===== config.mk =====
export PLATFORM = sky130hd
export DESIGN_NAME = gna_ctrl
export DESIGN_NICKNAME = d
export VERILOG_FILES = /design/src/rtl/gna_pkg.sv /design/src/rtl/gna_ctrl.sv
export SDC_FILE = /design/constraint.sdc
export NUM_CORES = 1
export LEC_CHECK = 0
export BUFFER_PORTS_ARGS = -buffer_cell sky130_fd_sc_hd__buf_2
export CAP_MARGIN = 30
export CORE_MARGIN = 1.5
export CORE_UTILIZATION = 30
export CTS_BUF_LIST = sky130_fd_sc_hd__clkbuf_8
export DETAILED_ROUTE_END_ITERATION = 7
export PLACE_DENSITY = 0.54
export SYNTH_ARGS = -nofsm -noshare
export SYNTH_HDL_FRONTEND = slang
export SYNTH_SLANG_ARGS = --single-unit

===== constraint.sdc =====
create_clock -name i_clk -period 4.8 [get_ports i_clk]
set_input_delay 0 -clock i_clk [delete_from_list [all_inputs] [get_ports i_clk]]
set_output_delay 0 -clock i_clk [all_outputs]
set_load 0.02 [all_outputs]

===== src/rtl/gna_pkg.sv =====
// Shared types, codes and constants of the group norm accumulator.
package gna_pkg;

    // Default sizes
    localparam int SAMPLE_WIDTH_DEF = 16;
    localparam int ACC_WIDTH_DEF    = 48;

    // Fixed formats
    localparam int          LOG_FRAC   = 24;
    localparam int          OUT_W      = 32;
    localparam int          WEIGHT_W   = 16;
    localparam logic [15:0] ONE_Q12    = 16'd4096;

    // Configuration port
    localparam int          CFG_IDX_W  = 3;
    localparam int          CFG_DATA_W = 16;
    localparam logic [CFG_IDX_W-1:0] CFG_NORM_KIND   = 3'd0;
    localparam logic [CFG_IDX_W-1:0] CFG_COMPLEX     = 3'd1;
    localparam logic [CFG_IDX_W-1:0] CFG_USE_WEIGHTS = 3'd2;
    localparam logic [CFG_IDX_W-1:0] CFG_P_EXP       = 3'd3;
    localparam logic [CFG_IDX_W-1:0] CFG_INV_P_EXP   = 3'd4;
    localparam logic [15:0]          P_EXP_RESET     = 16'd4096;

    // Norm kinds
    typedef enum logic [1:0] {
        KIND_SUM   = 2'd0,
        KIND_RSS   = 2'd1,
        KIND_MAX   = 2'd2,
        KIND_PNORM = 2'd3
    } t_kind;

    typedef struct packed {
        t_kind       kind;
        logic        cplx;
        logic        use_w;
        logic [15:0] p_exp;
        logic [15:0] inv_p_exp;
    } t_cfg;

    // Controller states
    typedef enum logic [4:0] {
        ST_IDLE,
        ST_ABS,
        ST_SQR,
        ST_SQI,
        ST_MAG,
        ST_MAGW,
        ST_PREP,
        ST_WMUL,
        ST_ACC,
        ST_FIN,
        ST_FROOT,
        ST_LNORM,
        ST_LSQ,
        ST_LMUL,
        ST_PINIT,
        ST_PSTEP,
        ST_PWAIT,
        ST_PSCALE,
        ST_OUT
    } t_state;

    // Datapath operations
    typedef enum logic [4:0] {
        OP_NONE,
        OP_LOAD,
        OP_ABS,
        OP_SQR,
        OP_SQI,
        OP_MAG_REAL,
        OP_MAG_SQRT,
        OP_MAG_TAKE,
        OP_ZERO_TERM,
        OP_WMUL,
        OP_ACC,
        OP_ROOT_START,
        OP_ROOT_TAKE,
        OP_FIN_DIRECT,
        OP_LOG_LOAD,
        OP_LOG_NORM,
        OP_LOG_SQ,
        OP_LOG_MUL,
        OP_POW_INIT,
        OP_POW_STEP,
        OP_POW_TAKE,
        OP_POW_SCALE,
        OP_OUT
    } t_op;

    typedef struct packed {
        t_op  op;
        logic fin;
    } t_cmd;

    typedef struct packed {
        t_kind kind;
        logic  cplx;
        logic  item_last;
        logic  mag_zero;
        logic  ps_zero;
        logic  norm_ok;
        logic  log_last;
        logic  pow_last;
        logic  sqrt_done;
        logic  out_free;
    } t_sts;

endpackage


===== src/rtl/gna_ctrl.sv =====
// Controller: sequences one element and the end-of-group root over the datapath.
module gna_ctrl (
    input  logic          i_clk,
    input  logic          i_rst_n,
    input  logic          i_s_tvalid,
    output logic          o_s_tready,
    input  gna_pkg::t_sts i_sts,
    output gna_pkg::t_cmd o_cmd
);

    gna_pkg::t_state r_state, n_state;
    logic            r_fin, n_fin;
    gna_pkg::t_op    op;

    // State register
    always_ff @(posedge i_clk) begin
        if (!i_rst_n) begin
            r_state <= gna_pkg::ST_IDLE;
            r_fin   <= 1'b0;
        end else begin
            r_state <= n_state;
            r_fin   <= n_fin;
        end
    end

    // Next state and commands
    always_comb begin
        n_state    = r_state;
        n_fin      = r_fin;
        op         = gna_pkg::OP_NONE;
        o_s_tready = 1'b0;
        unique case (r_state)
            gna_pkg::ST_IDLE: begin
                o_s_tready = 1'b1;
                n_fin      = 1'b0;
                if (i_s_tvalid) begin
                    op      = gna_pkg::OP_LOAD;
                    n_state = gna_pkg::ST_ABS;
                end
            end
            gna_pkg::ST_ABS: begin
                op      = gna_pkg::OP_ABS;
                n_state = gna_pkg::ST_SQR;
            end
            gna_pkg::ST_SQR: begin
                op      = gna_pkg::OP_SQR;
                n_state = gna_pkg::ST_SQI;
            end
            gna_pkg::ST_SQI: begin
                op      = gna_pkg::OP_SQI;
                n_state = gna_pkg::ST_MAG;
            end
            gna_pkg::ST_MAG: begin
                if (i_sts.cplx) begin
                    op      = gna_pkg::OP_MAG_SQRT;
                    n_state = gna_pkg::ST_MAGW;
                end else begin
                    op      = gna_pkg::OP_MAG_REAL;
                    n_state = gna_pkg::ST_PREP;
                end
            end
            gna_pkg::ST_MAGW: begin
                if (i_sts.sqrt_done) begin
                    op      = gna_pkg::OP_MAG_TAKE;
                    n_state = gna_pkg::ST_PREP;
                end
            end
            gna_pkg::ST_PREP: begin
                if (i_sts.kind != gna_pkg::KIND_PNORM) begin
                    n_state = gna_pkg::ST_WMUL;
                end else if (i_sts.mag_zero) begin
                    op      = gna_pkg::OP_ZERO_TERM;
                    n_state = gna_pkg::ST_ACC;
                end else begin
                    op      = gna_pkg::OP_LOG_LOAD;
                    n_state = gna_pkg::ST_LNORM;
                end
            end
            gna_pkg::ST_WMUL: begin
                op      = gna_pkg::OP_WMUL;
                n_state = gna_pkg::ST_ACC;
            end
            gna_pkg::ST_ACC: begin
                op = gna_pkg::OP_ACC;
                if (i_sts.item_last) begin
                    n_state = gna_pkg::ST_FIN;
                    n_fin   = 1'b1;
                end else begin
                    n_state = gna_pkg::ST_IDLE;
                end
            end
            gna_pkg::ST_FIN: begin
                priority if (i_sts.kind == gna_pkg::KIND_RSS) begin
                    op      = gna_pkg::OP_ROOT_START;
                    n_state = gna_pkg::ST_FROOT;
                end else if (i_sts.kind == gna_pkg::KIND_PNORM && !i_sts.ps_zero) begin
                    op      = gna_pkg::OP_LOG_LOAD;
                    n_state = gna_pkg::ST_LNORM;
                end else begin
                    op      = gna_pkg::OP_FIN_DIRECT;
                    n_state = gna_pkg::ST_OUT;
                end
            end
            gna_pkg::ST_FROOT: begin
                if (i_sts.sqrt_done) begin
                    op      = gna_pkg::OP_ROOT_TAKE;
                    n_state = gna_pkg::ST_OUT;
                end
            end
            gna_pkg::ST_LNORM: begin
                op = gna_pkg::OP_LOG_NORM;
                if (i_sts.norm_ok) n_state = gna_pkg::ST_LSQ;
            end
            gna_pkg::ST_LSQ: begin
                op = gna_pkg::OP_LOG_SQ;
                if (i_sts.log_last) n_state = gna_pkg::ST_LMUL;
            end
            gna_pkg::ST_LMUL: begin
                op      = gna_pkg::OP_LOG_MUL;
                n_state = gna_pkg::ST_PINIT;
            end
            gna_pkg::ST_PINIT: begin
                op      = gna_pkg::OP_POW_INIT;
                n_state = gna_pkg::ST_PSTEP;
            end
            gna_pkg::ST_PSTEP: begin
                op      = gna_pkg::OP_POW_STEP;
                n_state = gna_pkg::ST_PWAIT;
            end
            gna_pkg::ST_PWAIT: begin
                if (i_sts.sqrt_done) begin
                    op      = gna_pkg::OP_POW_TAKE;
                    n_state = i_sts.pow_last ? gna_pkg::ST_PSCALE : gna_pkg::ST_PSTEP;
                end
            end
            gna_pkg::ST_PSCALE: begin
                op      = gna_pkg::OP_POW_SCALE;
                n_state = r_fin ? gna_pkg::ST_OUT : gna_pkg::ST_WMUL;
            end
            gna_pkg::ST_OUT: begin
                if (i_sts.out_free) begin
                    op      = gna_pkg::OP_OUT;
                    n_state = gna_pkg::ST_IDLE;
                end
            end
            default: n_state = gna_pkg::ST_IDLE;
        endcase
    end

    assign o_cmd.op  = op;
    assign o_cmd.fin = r_fin;

    a_out_only_final: assert property (@(posedge i_clk) disable iff (!i_rst_n)
        (r_state == gna_pkg::ST_OUT) |-> r_fin)
        else $error("result stage reached outside end of group");

    a_sqrt_done_awaited: assert property (@(posedge i_clk) disable iff (!i_rst_n)
        i_sts.sqrt_done |-> (r_state == gna_pkg::ST_MAGW || r_state == gna_pkg::ST_PWAIT
                             || r_state == gna_pkg::ST_FROOT))
        else $error("square root finished with nobody waiting");

endmodule


-- Yosys cells after proc, flatten, opt, wreduce, memory -nomap -nowiden
Index checks and enable logic that the tools add are counted.
- flip-flop bits (word level): 6
- word-level logic and storage cells: 67
- eq/ne operators: 29
- reduce and logical (&&, ||, !) cells: 6
- multiplexer cells: 30
- operator list (kind ; count):
    5-bit one-hot mux with 19 select lines ; 2
    5-bit 2-to-1 mux ; 13
    5-bit by 4-bit equality test with 1-bit output (second input constant) ; 8
    5-bit by 3-bit equality test with 1-bit output (second input constant) ; 4
    2-bit inequality test (second input constant) ; 9
    4-bit 2-to-1 mux ; 4
    5-bit equality test (second input constant) ; 3
    5-bit by 2-bit equality test with 1-bit output (second input constant) ; 2
    3-bit 2-to-1 mux ; 3
    2-bit 2-to-1 mux ; 4
    7-bit AND reduction ; 1
    5-bit by 1-bit equality test with 1-bit output (second input constant) ; 1
    5-bit zero test ; 1
    1-bit 2-to-1 mux ; 3
    2-bit by 1-bit equality test with 1-bit output (second input constant) ; 1
    2-bit equality test (second input constant) ; 1
    1-bit one-hot mux with 2 select lines ; 1
    2-bit AND reduction ; 1
    2-bit nonzero test ; 1
    1-bit logical AND ; 1
    1-bit zero test ; 1

-- Longest topological paths before layout
- word-level depth: 5
- gate-level depth with buffers: 7

-- Worst setup path after synthesis
OpenSTA, ideal clock, no wires.
- path kind: register -> register
- start: register r_state[2]
- end: register r_state[0]
- data required time: 4.714 ns
- arrival: 1.571 ns
- setup time: 0.086 ns
- path buffers: 0
- setup slack: 3.142 ns
- cell stages (with the launch flop): 6
- cells stage by stage: dfxtp_1 -> or3_4 -> or4_4 -> nand4_4 -> a211oi_2 -> a221oi_2
- cells in the longest elaborated chain, start to end: 3
- elaborated cells on any way between the ends: 28
- those cells by class: eq/ne (25); mux (1); reduce/logical (2)
- ends and longest elaborated chain (item ; line ; text):
    start, declared ; gna_ctrl.sv:11 ; gna_pkg::t_state r_state, n_state;
    start signal, assigned ; gna_ctrl.sv:18 ; r_state <= gna_pkg::ST_IDLE;
    start signal, assigned ; gna_ctrl.sv:21 ; r_state <= n_state;
    5-bit by 4-bit equality test with 1-bit output (tied with other cells) ; gna_ctrl.sv:32 ; unique case (r_state)
    2-bit inequality test (no line) ; - ;
    7-bit AND reduction (no line) ; - ;
Several ways; a longest one is shown, not always the timed one.
A chain may end at the register's enable or synchronous reset.

==> results.md <==
- Status: completed
- CTS Buf Count: 3
- CTS tree: done
- DR pass1 iterations: 4
- Via-to-Cell Ratio: 5.711
- DP Cell Count: 191
- Input/output buffers: 20
- Reg area: 120.1 um^2
- Initial Utilization: 0.3185
- Fillers: 353
- Min Tclk post-route: 2.322 ns
- Final period util: 0.4838
- Worst path required time: 4.80 ns
- Comb power frac: 0.589
- HP Class: in -> reg
- Cell Area, Synth: 988.4 um^2
- Switch Pwr: 0.0002505 W
- Leakage power: 0.4481 nW
- Total negative setup slack: 0 ns
- Setup Buffers After CTS: 0
- Commonest register cell after synthesis: dfxtp_1
- Multi-input logic area: 785.8 um^2
- Core ar.: 0.003103 mm^2
- Slew margin rel.: 0.3135
- Ant. Diodes: 0
- Fin util: 0.3625
- Clock skew: 0.002721 ns
- Routed len/inst: 14.57 um
- Sequential Power Share: 0.259
- Critical Path AT: 2.32 ns
- #FFs+latches synth: 6
- Yosys cell types: 59
- Initial DRC count: 85
- Crit end category: output port
- GRT overflow: 0
- Asr flop ratio synth: 0
- Post-synthesis sequential area ratio: 0.1215
- Worst-path cell chain: nor2b_1 > a21oi_1 > o32a_1 > o22a_1 > o311ai_1 > buf_2
- CTS max path bufs: 2
- Peak VDD IR: 226.5 uV
- Pwr dens: 449.0 mW/mm^2
- Placement Rows: 20
- Yosys warnings: 0
- CP max stage delay: 0.99 ns
- Max cap viols: 0
- Die X: 60.40 um
- EDFF count, synth: 0
- Routed vias: 1108
- Layout cells sized above 1: 0.2200
- First-pass GRT wire length: 4616 um
- Largest fanout on the critical path: 32
- Sw frac: 0.4959
- Unrepaired setup endpoints after global routing: no
- Number of global-route vias before repair: 964
- Crit-path slowest cell: dfxtp_1
- Post-Layout Cell Count: 194
- Crit start category: register
- Largest net degree at the start of global routing: 33
- Slew Viols, Final: 0
- CTS Sinks: 6
- Clock-pin slew on the worst setup and hold paths: 0.03 ns
- Gpl congestion: 0.9103
- Initial antenna violation count: 0
- Die H: 60.40 um
- Peak Freq: 430.6 MHz
- Slew @ Worst Pin: 1.028 ns
- Cells after Synth: 139
- Aggregate routed wire length: 2827 um
- Setup violators final: 0
- R2R Setup Slk: 2.55 ns
- H-Tree Depth: 1
- Area delta synth->final: 13.80%
- Clock group share of total power: 0.152
- Die area: 0.003648 mm^2
- Hold Buf Count CTS: 0
- Total track usage: 0.1662
- Syn_area_per_cell: 7.111 um^2
- DRT antenna net count: 0
- Syn_nets: 153
- Power Internal: 0.0002546 W
- Io pins: 21
- # resized after CTS: 0
- Post-DP HPWL: 2069 um
- Skew-Pair Late Insertion Delay: 0.23 ns
- CP Class: reg -> out
- Final hold vios: 0
- DRC violations left: 0
- Root buffer cell: clkbuf_8
- Nets@finish: 166
-- area by class of cell --
class,count,area share
Timing Repair Buffer,20,0.08899
Tap cell,44,0.04894
Inverter,6,0.02002
Sequential cell,6,0.1068
Clock buffer,3,0.03671
Multi-Input combinational cell,115,0.6986
-- stage by stage --
stage / cell area, um^2 / power, W / hold WS, ns / setup WS (ns)
floorplan: 988.4 / 0.0003555 / 0.1312 / 3.142
global placement: 1084 / 0.0004264 / 0.2852 / 2.617
detailed placement: 1084 / 0.0004251 / 0.2882 / 2.574
CTS: 1125 / 0.0005050 / 0.05192 / 2.509
global route: 1125 / 0.0005455 / 0.07231 / 2.323
finish: 1125 / 0.0005050 / 0.05594 / 2.478
-- routing by layer --
layer,vias to the layer above,share of wire,wire length (um),track usage
met5,-,0,0,0
met4,0,0.0074,21,0.05714
met1,524,0.49,1392,0.2539
met3,2,0.043,122,0.006397
li1,553,-,-,-
met2,29,0.46,1292,0.2484
-- final timing paths --
path	start	endpoint	cells after the start
worst min-delay path	i_rst_n	r_state[2]	2
worst min register to register	r_fin	r_fin	2
worst max-delay path	r_state[1]	o_cmd[2]	6
worst max register to register	r_state[4]	r_state[3]	5
-- logic make-up (layout without fill, tap and decap cells) --
| logic type | count (synthesis) | in the layout | synth area share |
|---|---|---|---|
| compound gates | 50 | 50 | 0.3696 |
| xor+xnor | 1 | 1 | 0.008862 |
| buf+inv | 18 | 29 | 0.08355 |
| flops | 6 | 6 | 0.1215 |
| mux | 3 | 3 | 0.03038 |
| simple gates | 61 | 61 | 0.3861 |
-- critical path, delay by kind of cell (launching register included) --
family                 cells  cell delay, ns
and+or+nand+nor            1            0.32
buffers and inverters      1            0.21
DFF                        1            0.99
AOI/OAI and AO/OA          4            0.57
-- synth_stat cells (2+ instances only) --
library cell	count	share of area
inv_2	2	0.0076
or2_1	2	0.013
dfxtp_1	6	0.12
o21ai_1	2	0.010
nor2_1	13	0.049
and3_1	2	0.013
nand3_1	2	0.010
o21ai_0	5	0.025
nor3b_1	4	0.030
or3b_1	2	0.018
o311ai_1	2	0.018
nand2_1	7	0.027
o31ai_1	3	0.023
nor3_1	5	0.025
a211oi_1	2	0.015
buf_2	9	0.046
o21bai_1	2	0.015
or3_1	2	0.013
nor2b_1	5	0.032
mux2i_1	3	0.030
a21oi_1	11	0.056
a31oi_1	2	0.013
inv_1	4	0.015
nand2b_1	6	0.038
buf_1	2	0.0076
-- state kept, by name (all words and copies together) (netlist names) --
name     flops
r_fin        1
r_state      5
-- power by group through the flow --
| stage | combinational (W) | sequential (W) | clock (W) |
|---|---|---|---|
| 3_5_place_dp | 0.000296 | 0.000129 | 0 |
| 6_report | 0.000298 | 0.000131 | 0.0000768 |
| 3_3_place_gp | 0.000297 | 0.000129 | 0 |
| 2_1_floorplan | 0.000281 | 0.0000742 | 0 |
| 5_1_grt | 0.000328 | 0.000137 | 0.0000807 |
| 4_1_cts | 0.000297 | 0.000128 | 0.0000794 |
-- cell usage in the layout (no fill, tap or decap), drive strengths merged, types with 4 or more instances in the layout --
cell,count
nand2b,6
o21ai,7
nand2,7
nor3b,4
inv,6
a21oi,11
nor2,13
nor3,5
buf,20
nor2b,5
dfxtp,6
Power figures use the tool's default switching activity.
